--- config.mk ---
export PLATFORM = sky130hd
export DESIGN_NAME = mandelbrot_escape_iterator
export DESIGN_NICKNAME = d
export VERILOG_FILES = /design/src/design/mbe_pkg.sv /design/src/design/mbe_fxmul.sv /design/src/design/mandelbrot_escape_iterator.sv
export SDC_FILE = /design/constraint.sdc
export NUM_CORES = 2
export LEC_CHECK = 0
export ABC_AREA = 1
export BUFFER_PORTS_ARGS = -buffer_cell sky130_fd_sc_hd__buf_2
export CORE_AREA = 4 4 390 392
export DETAILED_ROUTE_END_ITERATION = 10
export DIE_AREA = 0 0 394 396
export SETUP_SLACK_MARGIN = 0.15
export SYNTH_ARGS = -nofsm -noshare
export SYNTH_HDL_FRONTEND = slang
export SYNTH_SLANG_ARGS = --single-unit
--- constraint.sdc ---
create_clock -name clk -period 7.6 [get_ports clk]
set_input_delay 0.76 -clock clk [delete_from_list [all_inputs] [get_ports clk]]
set_output_delay 0.76 -clock clk [all_outputs]
set_load 0.02 [all_outputs]
--- src/design/mbe_pkg.sv ---
package mbe_pkg;

    // Fixed-point format of all complex values.
    localparam int FRAC_BITS = 28;
    localparam int DATA_W    = 32;
    localparam int COUNT_W   = 16;
    localparam int PROD_W    = 2 * DATA_W;

    // Reset value of the iteration limit.
    localparam logic [COUNT_W-1:0] MAX_ITER_RESET = COUNT_W'(256);

    // Register map: index taken from paddr[2].
    localparam logic REG_MAX_ITER = 1'b0;

    // Escape bound of 2.0 at full precision.
    localparam logic signed [DATA_W+1:0] ESC_BOUND = (DATA_W+2)'(2) <<< FRAC_BITS;

    typedef enum logic [2:0] {
        ST_IDLE,
        ST_MUL_RR,
        ST_MUL_II,
        ST_MUL_RI,
        ST_UPDATE,
        ST_DONE
    } mbe_state_t;

    // True when a component lies strictly outside [-2, 2].
    function automatic logic escaped(input logic [DATA_W-1:0] v);
        logic signed [DATA_W+1:0] s;
        begin
            s = (DATA_W+2)'(signed'(v));
            escaped = (s < -ESC_BOUND) || (s > ESC_BOUND);
        end
    endfunction

endpackage

--- src/design/mbe_fxmul.sv ---
module mbe_fxmul
    import mbe_pkg::*;
(
    input  logic              clk,
    input  logic [DATA_W-1:0] a,
    input  logic [DATA_W-1:0] b,
    output logic [DATA_W-1:0] product
);

    logic signed [PROD_W-1:0] prod_reg;
    logic signed [PROD_W-1:0] prod_next;
    logic signed [PROD_W-1:0] prod_shifted;

    // Full 64-bit signed product.
    assign prod_next = PROD_W'(signed'(a)) * PROD_W'(signed'(b));

    always_ff @(posedge clk)
    begin
        prod_reg <= prod_next;
    end

    // Drop the fraction bits and keep the low word.
    assign prod_shifted = prod_reg >>> FRAC_BITS;
    assign product      = prod_shifted[DATA_W-1:0];

endmodule

--- src/design/mandelbrot_escape_iterator.sv ---
// Mandelbrot escape-time iterator, 32-bit fixed point with 28 fraction bits.
// Input stream s_*: one word per point c; tdata = {c_imag, c_real}.
// Output stream m_*: one word per point; tdata = {final_imag, final_real,
// iteration_count}. APB port: max_iterations at byte address 0.
// A single 32x32 multiplier is shared by the three products of z^2, so one
// z update steps through check and z_re^2, z_im^2, z_re*z_im, update.
// When a finished point raises m_tvalid, s_tready rises in the same cycle,
// so the next point can be taken then. The rate of points is set by the
// multiplier loop and the limit.
// s_tready is high only while the iterator is idle. The finished word sits
// in an output register, so a new point is accepted while it waits; if the
// receiver still holds off m_tready when the next point finishes, the
// iterator waits until the register is free.
// Reset clears the handshake state and sets max_iterations to 256.
// The user must write max_iterations only while no point is in flight; the block itself does not enforce it.
module mandelbrot_escape_iterator
    import mbe_pkg::*;
(
    input  logic                 clk,
    input  logic                 rst_n,
    // Input stream
    input  logic                 s_tvalid,
    output logic                 s_tready,
    input  logic [63:0]          s_tdata,   // [31:0] c_real, [63:32] c_imag
    // Output stream
    output logic                 m_tvalid,
    input  logic                 m_tready,
    output logic [79:0]          m_tdata,   // [15:0] iteration_count,
                                            // [47:16] final_real, [79:48] final_imag
    // Configuration
    input  logic                 psel,
    input  logic                 penable,
    input  logic                 pwrite,
    input  logic [2:0]           paddr,
    input  logic [31:0]          pwdata,
    output logic [31:0]          prdata,
    output logic                 pready
);

    mbe_state_t         state_reg;
    mbe_state_t         state_next;

    logic [COUNT_W-1:0] max_iter_reg;
    logic [DATA_W-1:0]  zr_reg;
    logic [DATA_W-1:0]  zi_reg;
    logic [DATA_W-1:0]  cr_reg;
    logic [DATA_W-1:0]  ci_reg;
    logic [COUNT_W-1:0] cnt_reg;
    logic [DATA_W-1:0]  rr_reg;
    logic [DATA_W-1:0]  ii_reg;

    logic               out_valid_reg;
    logic [COUNT_W-1:0] out_count_reg;
    logic [DATA_W-1:0]  out_real_reg;
    logic [DATA_W-1:0]  out_imag_reg;

    logic               in_accept;
    logic               stop;
    logic               out_free;
    logic               load_out;
    logic [DATA_W-1:0]  mul_a;
    logic [DATA_W-1:0]  mul_b;
    logic [DATA_W-1:0]  mul_p;
    logic [DATA_W-1:0]  nr;
    logic [DATA_W-1:0]  ni;
    logic               cfg_write;

    // Configuration port.
    assign pready    = 1'b1;
    assign cfg_write = psel && penable && pwrite && (paddr[2] == REG_MAX_ITER);
    assign prdata    = (paddr[2] == REG_MAX_ITER) ? {16'b0, max_iter_reg} : 32'b0;

    always_ff @(posedge clk or negedge rst_n)
    begin
        if (!rst_n)
        begin
            max_iter_reg <= MAX_ITER_RESET;
        end
        else if (cfg_write)
        begin
            max_iter_reg <= pwdata[COUNT_W-1:0];
        end
    end

    // Handshake and loop conditions.
    assign in_accept = s_tvalid && s_tready;
    assign stop      = !(cnt_reg < max_iter_reg) || escaped(zr_reg) || escaped(zi_reg);
    assign out_free  = !out_valid_reg || m_tready;

    // Next-state logic.
    always_comb
    begin
        state_next = state_reg;
        case (state_reg)
            ST_IDLE:   if (s_tvalid) state_next = ST_MUL_RR;
            ST_MUL_RR: state_next = stop ? ST_DONE : ST_MUL_II;
            ST_MUL_II: state_next = ST_MUL_RI;
            ST_MUL_RI: state_next = ST_UPDATE;
            ST_UPDATE: state_next = ST_MUL_RR;
            ST_DONE:   if (out_free) state_next = ST_IDLE;
            default:   state_next = ST_IDLE;
        endcase
    end

    always_ff @(posedge clk or negedge rst_n)
    begin
        if (!rst_n)
        begin
            state_reg <= ST_IDLE;
        end
        else
        begin
            state_reg <= state_next;
        end
    end

    // Output decode: ready, multiplier operands and result load.
    always_comb
    begin
        s_tready = 1'b0;
        load_out = 1'b0;
        mul_a    = zr_reg;
        mul_b    = zi_reg;
        case (state_reg)
            ST_IDLE:   s_tready = 1'b1;
            ST_MUL_RR:
            begin
                mul_a = zr_reg;
                mul_b = zr_reg;
            end
            ST_MUL_II:
            begin
                mul_a = zi_reg;
                mul_b = zi_reg;
            end
            ST_DONE:   load_out = out_free;
            default:   s_tready = 1'b0;
        endcase
    end

    // Shared fixed-point multiplier.
    mbe_fxmul u_mul (
        .clk     (clk),
        .a       (mul_a),
        .b       (mul_b),
        .product (mul_p)
    );

    // New z: the cross product arrives in the update cycle.
    assign nr = rr_reg - ii_reg + cr_reg;
    assign ni = {mul_p[DATA_W-2:0], 1'b0} + ci_reg;

    // Iteration datapath.
    always_ff @(posedge clk)
    begin
        if (in_accept)
        begin
            cr_reg  <= s_tdata[31:0];
            ci_reg  <= s_tdata[63:32];
            zr_reg  <= s_tdata[31:0];
            zi_reg  <= s_tdata[63:32];
            cnt_reg <= COUNT_W'(1);
        end
        else
        begin
            case (state_reg)
                ST_MUL_II: rr_reg <= mul_p;
                ST_MUL_RI: ii_reg <= mul_p;
                ST_UPDATE:
                begin
                    zr_reg  <= nr;
                    zi_reg  <= ni;
                    cnt_reg <= cnt_reg + COUNT_W'(1);
                end
                default:   rr_reg <= rr_reg;
            endcase
        end
    end

    // Output register.
    always_ff @(posedge clk or negedge rst_n)
    begin
        if (!rst_n)
        begin
            out_valid_reg <= 1'b0;
        end
        else if (load_out)
        begin
            out_valid_reg <= 1'b1;
        end
        else if (m_tready)
        begin
            out_valid_reg <= 1'b0;
        end
    end

    always_ff @(posedge clk)
    begin
        if (load_out)
        begin
            out_count_reg <= cnt_reg;
            out_real_reg  <= zr_reg;
            out_imag_reg  <= zi_reg;
        end
    end

    assign m_tvalid = out_valid_reg;
    assign m_tdata  = {out_imag_reg, out_real_reg, out_count_reg};

endmodule

# Word level (Yosys, flattened, before mapping)
# Index checks and enable logic that the tools add are counted.
[totals]
input_bits = 106
word_cells = 65
output_inout_bits = 115
reg_bits = 368
[op_classes]
mux = 15
multipliers = 1
magnitude_cmp = 5
n_eq_ne = 7
reduce_logical = 17
addsub = 4
bitwise = 2
[op_table]
columns = ["operator", "n"]
rows = [
  ["32-bit 2-to-1 mux", 6],
  ["32-bit adder", 2],
  ["32-bit by 31-bit > comparator with 1-bit output, second input constant", 2],
  ["32-bit by 30-bit less-than comparator with 1-bit output, second input constant", 2],
  ["32-bit by 32-bit multiplier with 60-bit output", 1],
  ["32-bit subtractor", 1],
  ["3-bit case mux with 6 select lines", 1],
  ["16-bit by 1-bit adder with 16-bit output, second input constant", 1],
  ["16-bit less-than comparator", 1],
  ["16-bit 2-to-1 mux", 1],
  ["3-bit 2-to-1 mux", 3],
  ["3-bit by 2-bit == test with 1-bit output, second input constant", 2],
  ["3-bit == test, second input constant", 2],
  ["2-bit AND reduction", 3],
  ["1-bit logical OR", 5],
  ["1-bit logical AND", 4],
  ["1-bit 2-to-1 mux", 4],
  ["2-bit inequality test, second input constant", 2],
  ["2-bit nonzero test", 2],
  ["3-bit by 1-bit == test with 1-bit output, second input constant", 1],
  ["3-bit logical NOT", 1],
  ["1-bit logical NOT", 2],
  ["1-bit NOT", 2],
]

# Longest topological paths before layout
[logic_depth]
word_depth = 6
mapped_depth = 39
ltp_nobuf = 35

# Hierarchy
# From an unflattened synthesis, not the netlist that was laid out.
[unflattened]
cells_unflattened = 6575
hier_area_um2 = 54098.1
[modules_own_cells]
columns = ["module", "area_each_um2", "n_inst", "cells_per_inst"]
rows = [
  ["mbe_fxmul", 37221.9, 1, 4736],
  ["mandelbrot_escape_iterator", 16876.2, 1, 1839],
]

# Worst setup path after synthesis
# Ideal clock, no wire load.
[synth_timing]
path_kind = "register to register"
from = "register state_reg[0]"
to = "register u_mul.prod_reg[56]"
period_less_slack_ps = 7946
required_time_ps = 7479
path_slack_ps = -346
t_arrival_ps = 7825
path_stages_with_launch = 30
cell_sequence = "dfrtp_1 inv_2 nand3_2 buf_6 o21ai_1 clkinv_1 clkbuf_1 nor2_1 inv_1 fa_1 fa_1 inv_1 fa_1 fa_1 inv_1 fa_1 inv_1 fa_1 fa_1 inv_1 fa_1 inv_1 ha_1 a21oi_1 o21ai_0 a21oi_1 nor2_1 a311oi_1 nand2_1 xor2_1"
[synth_via]
elab_chain_len = 3
[synth_rtl]
columns = ["item", "line", "source"]
rows = [
  ["start, declared", "mandelbrot_escape_iterator.sv:40", "mbe_state_t state_reg;"],
  ["start signal, assigned", "mandelbrot_escape_iterator.sv:113", "state_reg <= state_next;"],
  ["3-bit by 2-bit == test with 1-bit output or 3-bit by 1-bit == test with 1-bit output (tied branches)", "mandelbrot_escape_iterator.sv:124", "case (state_reg)"],
  ["32-bit 2-to-1 mux", "mandelbrot_escape_iterator.sv:124", ""],
  ["32-bit by 32-bit multiplier with 60-bit output *", "mbe_fxmul.sv:15", "assign prod_next = PROD_W'(signed'(a)) * PROD_W'(signed'(b));"],
  ["net u_mul.prod_next[56]", "mbe_fxmul.sv:11", "logic signed [PROD_W-1:0] prod_next;"],
  ["end signal, assigned", "mbe_fxmul.sv:19", "prod_reg <= prod_next;"],
  ["end, declared", "mbe_fxmul.sv:10", "logic signed [PROD_W-1:0] prod_reg;"],
]
# The timed path passes the listed nets; every way through them passes the cells marked *.
# A chain may end at the register's enable or synchronous reset.

# Final worst setup path
[layout_timing]
from = "register state_reg[2]"
to = "register u_mul.prod_reg[58]"
# Same word-level chain as after synthesis.

==> metrics.txt <==
CTS tree done; Most common cell on crit path fa_1; mapped cell area 51800 um2; Routed WL 185000 um; outcome finished with violations; Critical Path RT 8.06 ns; failing checks negative setup slack; die area 156000 um2; GR Util All Layers 23.4%; Max Cap Viol 0; Clk Latency, worst-skew pair 0.57 ns; die height 396 um; clock root buffer master clkbuf_16; final non-filler cell total 8629; RSZ-0062 raised after global routing true; first-pass GRT wire length 276000 um; Post-DP HPWL 150000 um; initial antenna violation count 2; post-route antenna net violation count 0; CP max stage delay 0.62 ns; Final WS setup -0.0820 ns; Post-synth EDFFs 272; drt drc 0; Crit-path slowest cell fa_1; vias in the first global route 45000; Worst Setup SP state_reg[2]; register area share after synthesis 18.6%; Filler cells 14100; Reg2Reg Launch Point state_reg[2]; most common library cells after synthesis inv_1 (1352), nand2_1 (1103), fa_1 (1068); # H-tree levels 2; Clock transition at path regs 0.07 ns; area grow syn2layout 30.2%; Row Count 142; CP Class flip-flop to flip-flop; Final Hold Vio Count 0; Yosys cell types 58; Post-Synthesis Cells 5846; CP endpoint kind flip-flop; hold_buf cts 0; share of cells above drive strength 1 27.1%; gr ovfl total 0; fin crit period 7.68 ns; CP arrival 8.15 ns; worst min-delay path category input pin to asynchronous set/reset pin; Slew @ Worst Pin 1.16 ns; skew final 0.0221 ns; total CTS buffers 39; Max-Slew Margin vs Limit 22.6%; Final Max Tran Viols 0; Avg WL per Cell 21.4 um; total of warnings raised by yosys 0; # clock sinks 340; number of iterations in the first detailed-routing pass 7; FF+latch count, synth 340; Synth area leader fa_1; clk buf depth 3; GPL Wtd Cong 0.950; largest net degree at the start of global routing 81; Core Box Area 149000 um2; Vias/cell 4.98; r2r setup slk -0.08 ns; Die Wd 394 um; Fmax 130 MHz; placed insts 8388; Setup crit start kind flip-flop; count leader, synth inv_1; Starting Density 34.8%; Final setup viols 8; number of top-level pins 221; Vias 43000; number of port buffers 185; mean post-synth cell area 8.85 um2; initial DRC count 3343; Post-synth ARST share 5.88%; nets 8081; synth top area cells fa_1 (41%), edfxtp_1 (16%), inv_1 (9.8%), nand2_1 (8.0%), ha_1 (6.1%); CP max FO 8; top_reg_cell synth edfxtp_1; part of the cycle the worst path needs 101%; Synth top area share 41.3%
layout make-up:
class / instances / area [um2] / area share [%]
clock inverter: 22 / 268 / 0.397
timing repair inverter: 1 / 11.3 / 0.0167
inverter: 1390 / 5380 / 7.98
antenna: 1 / 2.50 / 0.00371
multi-input combinational: 3929 / 39500 / 58.6
tap: 1944 / 2430 / 3.61
timing repair buffer: 953 / 9100 / 13.5
clock buffer: 49 / 1040 / 1.55
sequential: 340 / 9630 / 14.3
placed cells by master (no fill, tap or decap), types with 23 or more instances in the layout:
cell,n
dfxtp_1,48
fa_2,102
nand3_1,114
ha_1,210
nand4_1,31
fa_1,966
o21ai_1,23
nor2_4,70
clkbuf_16,43
ha_4,43
buf_12,126
nand2_1,967
edfxtp_1,272
nand2_2,85
o21ai_4,40
a21oi_1,132
o21ai_2,42
buf_4,509
nor2_2,83
o21ai_0,87
inv_1,1266
buf_2,185
inv_2,87
a21oi_2,39
nand2_4,49
a21oi_4,30
or2_2,29
buf_6,96
xor2_1,33
nor2_1,553
cells by family (layout without fill, tap and decap cells):
| group | after synthesis | after routing | share of synthesized area (%) |
|---|---|---|---|
| fa+ha+maj | 1321 | 1321 | 47.4 |
| buf+inv | 1592 | 2415 | 11.9 |
| flops | 340 | 340 | 18.6 |
| other cells | 2 | 18 | 0.0145 |
| simple gates | 2064 | 2064 | 16.0 |
| compound gates | 474 | 474 | 5.15 |
| xor+xnor | 53 | 53 | 0.897 |
worst max-delay path: cells and delay by family (launching register included):
kind,cells,cell delay (ns)
AOI/OAI and AO/OA,5,0.95
buffers and inverters,9,1.19
DFF,1,0.42
adders and majority gates,9,4.37
and+or+nand+nor,5,0.50
xor gates and xnor gates,1,0.15
routing by layer:
metal | wire [um] | GRT usage, % | vias to the layer above
li1 | - | - | 19000
met1 | 73100 | 30.7 | 22000
met2 | 87100 | 38.7 | 1688
met3 | 14800 | 3.78 | 347
met4 | 9880 | 9.94 | 2
met5 | 13 | 0 | -
path summary, 6_finish.rpt:
| check | end | cells after the start |
|---|---|---|
| setup reg to reg | u_mul.prod_reg[58] | 29 |
| hold reg to reg | out_real_reg[7] | 0 |
| max in group asynchronous | state_reg[2] | 1 |
| setup / recovery | u_mul.prod_reg[58] | 29 |
| hold / removal | max_iter_reg[1] | 1 |
| min in group clk | cr_reg[1] | 1 |
metrics by stage:
| stage | setup slack, ns | area (um2) | hold WS (ns) | setup TNS [ns] | utilization, % |
|---|---|---|---|---|---|
| 6_report | -0.0820 | 67400 | 0.155 | -0.200 | 45.3 |
| 5_1_grt | -0.285 | 67400 | 0.169 | -5.06 | 45.3 |
| 4_1_cts | -0.0430 | 65400 | 0.143 | -0.0752 | 43.9 |
| 3_5_place_dp | -0.541 | 60000 | 0.464 | -9.05 | 40.3 |
| 3_3_place_gp | -0.534 | 60000 | 0.437 | -8.11 | 40.3 |
| 2_1_floorplan | 0.144 | 51900 | 0.404 | 0 | - |
what timing repair did:
item | in CTS | in global routing
gates cloned | 12 | 5
setup buffers | 98 | 54
endpoints found under the setup margin | 32 | 32
resized for setup | 759 | 377
pin swaps | 237 | 252
Power is left out: the tool's default activity adds up to more than one toggle a clock period on the data nets, which glitch-free logic cannot reach.
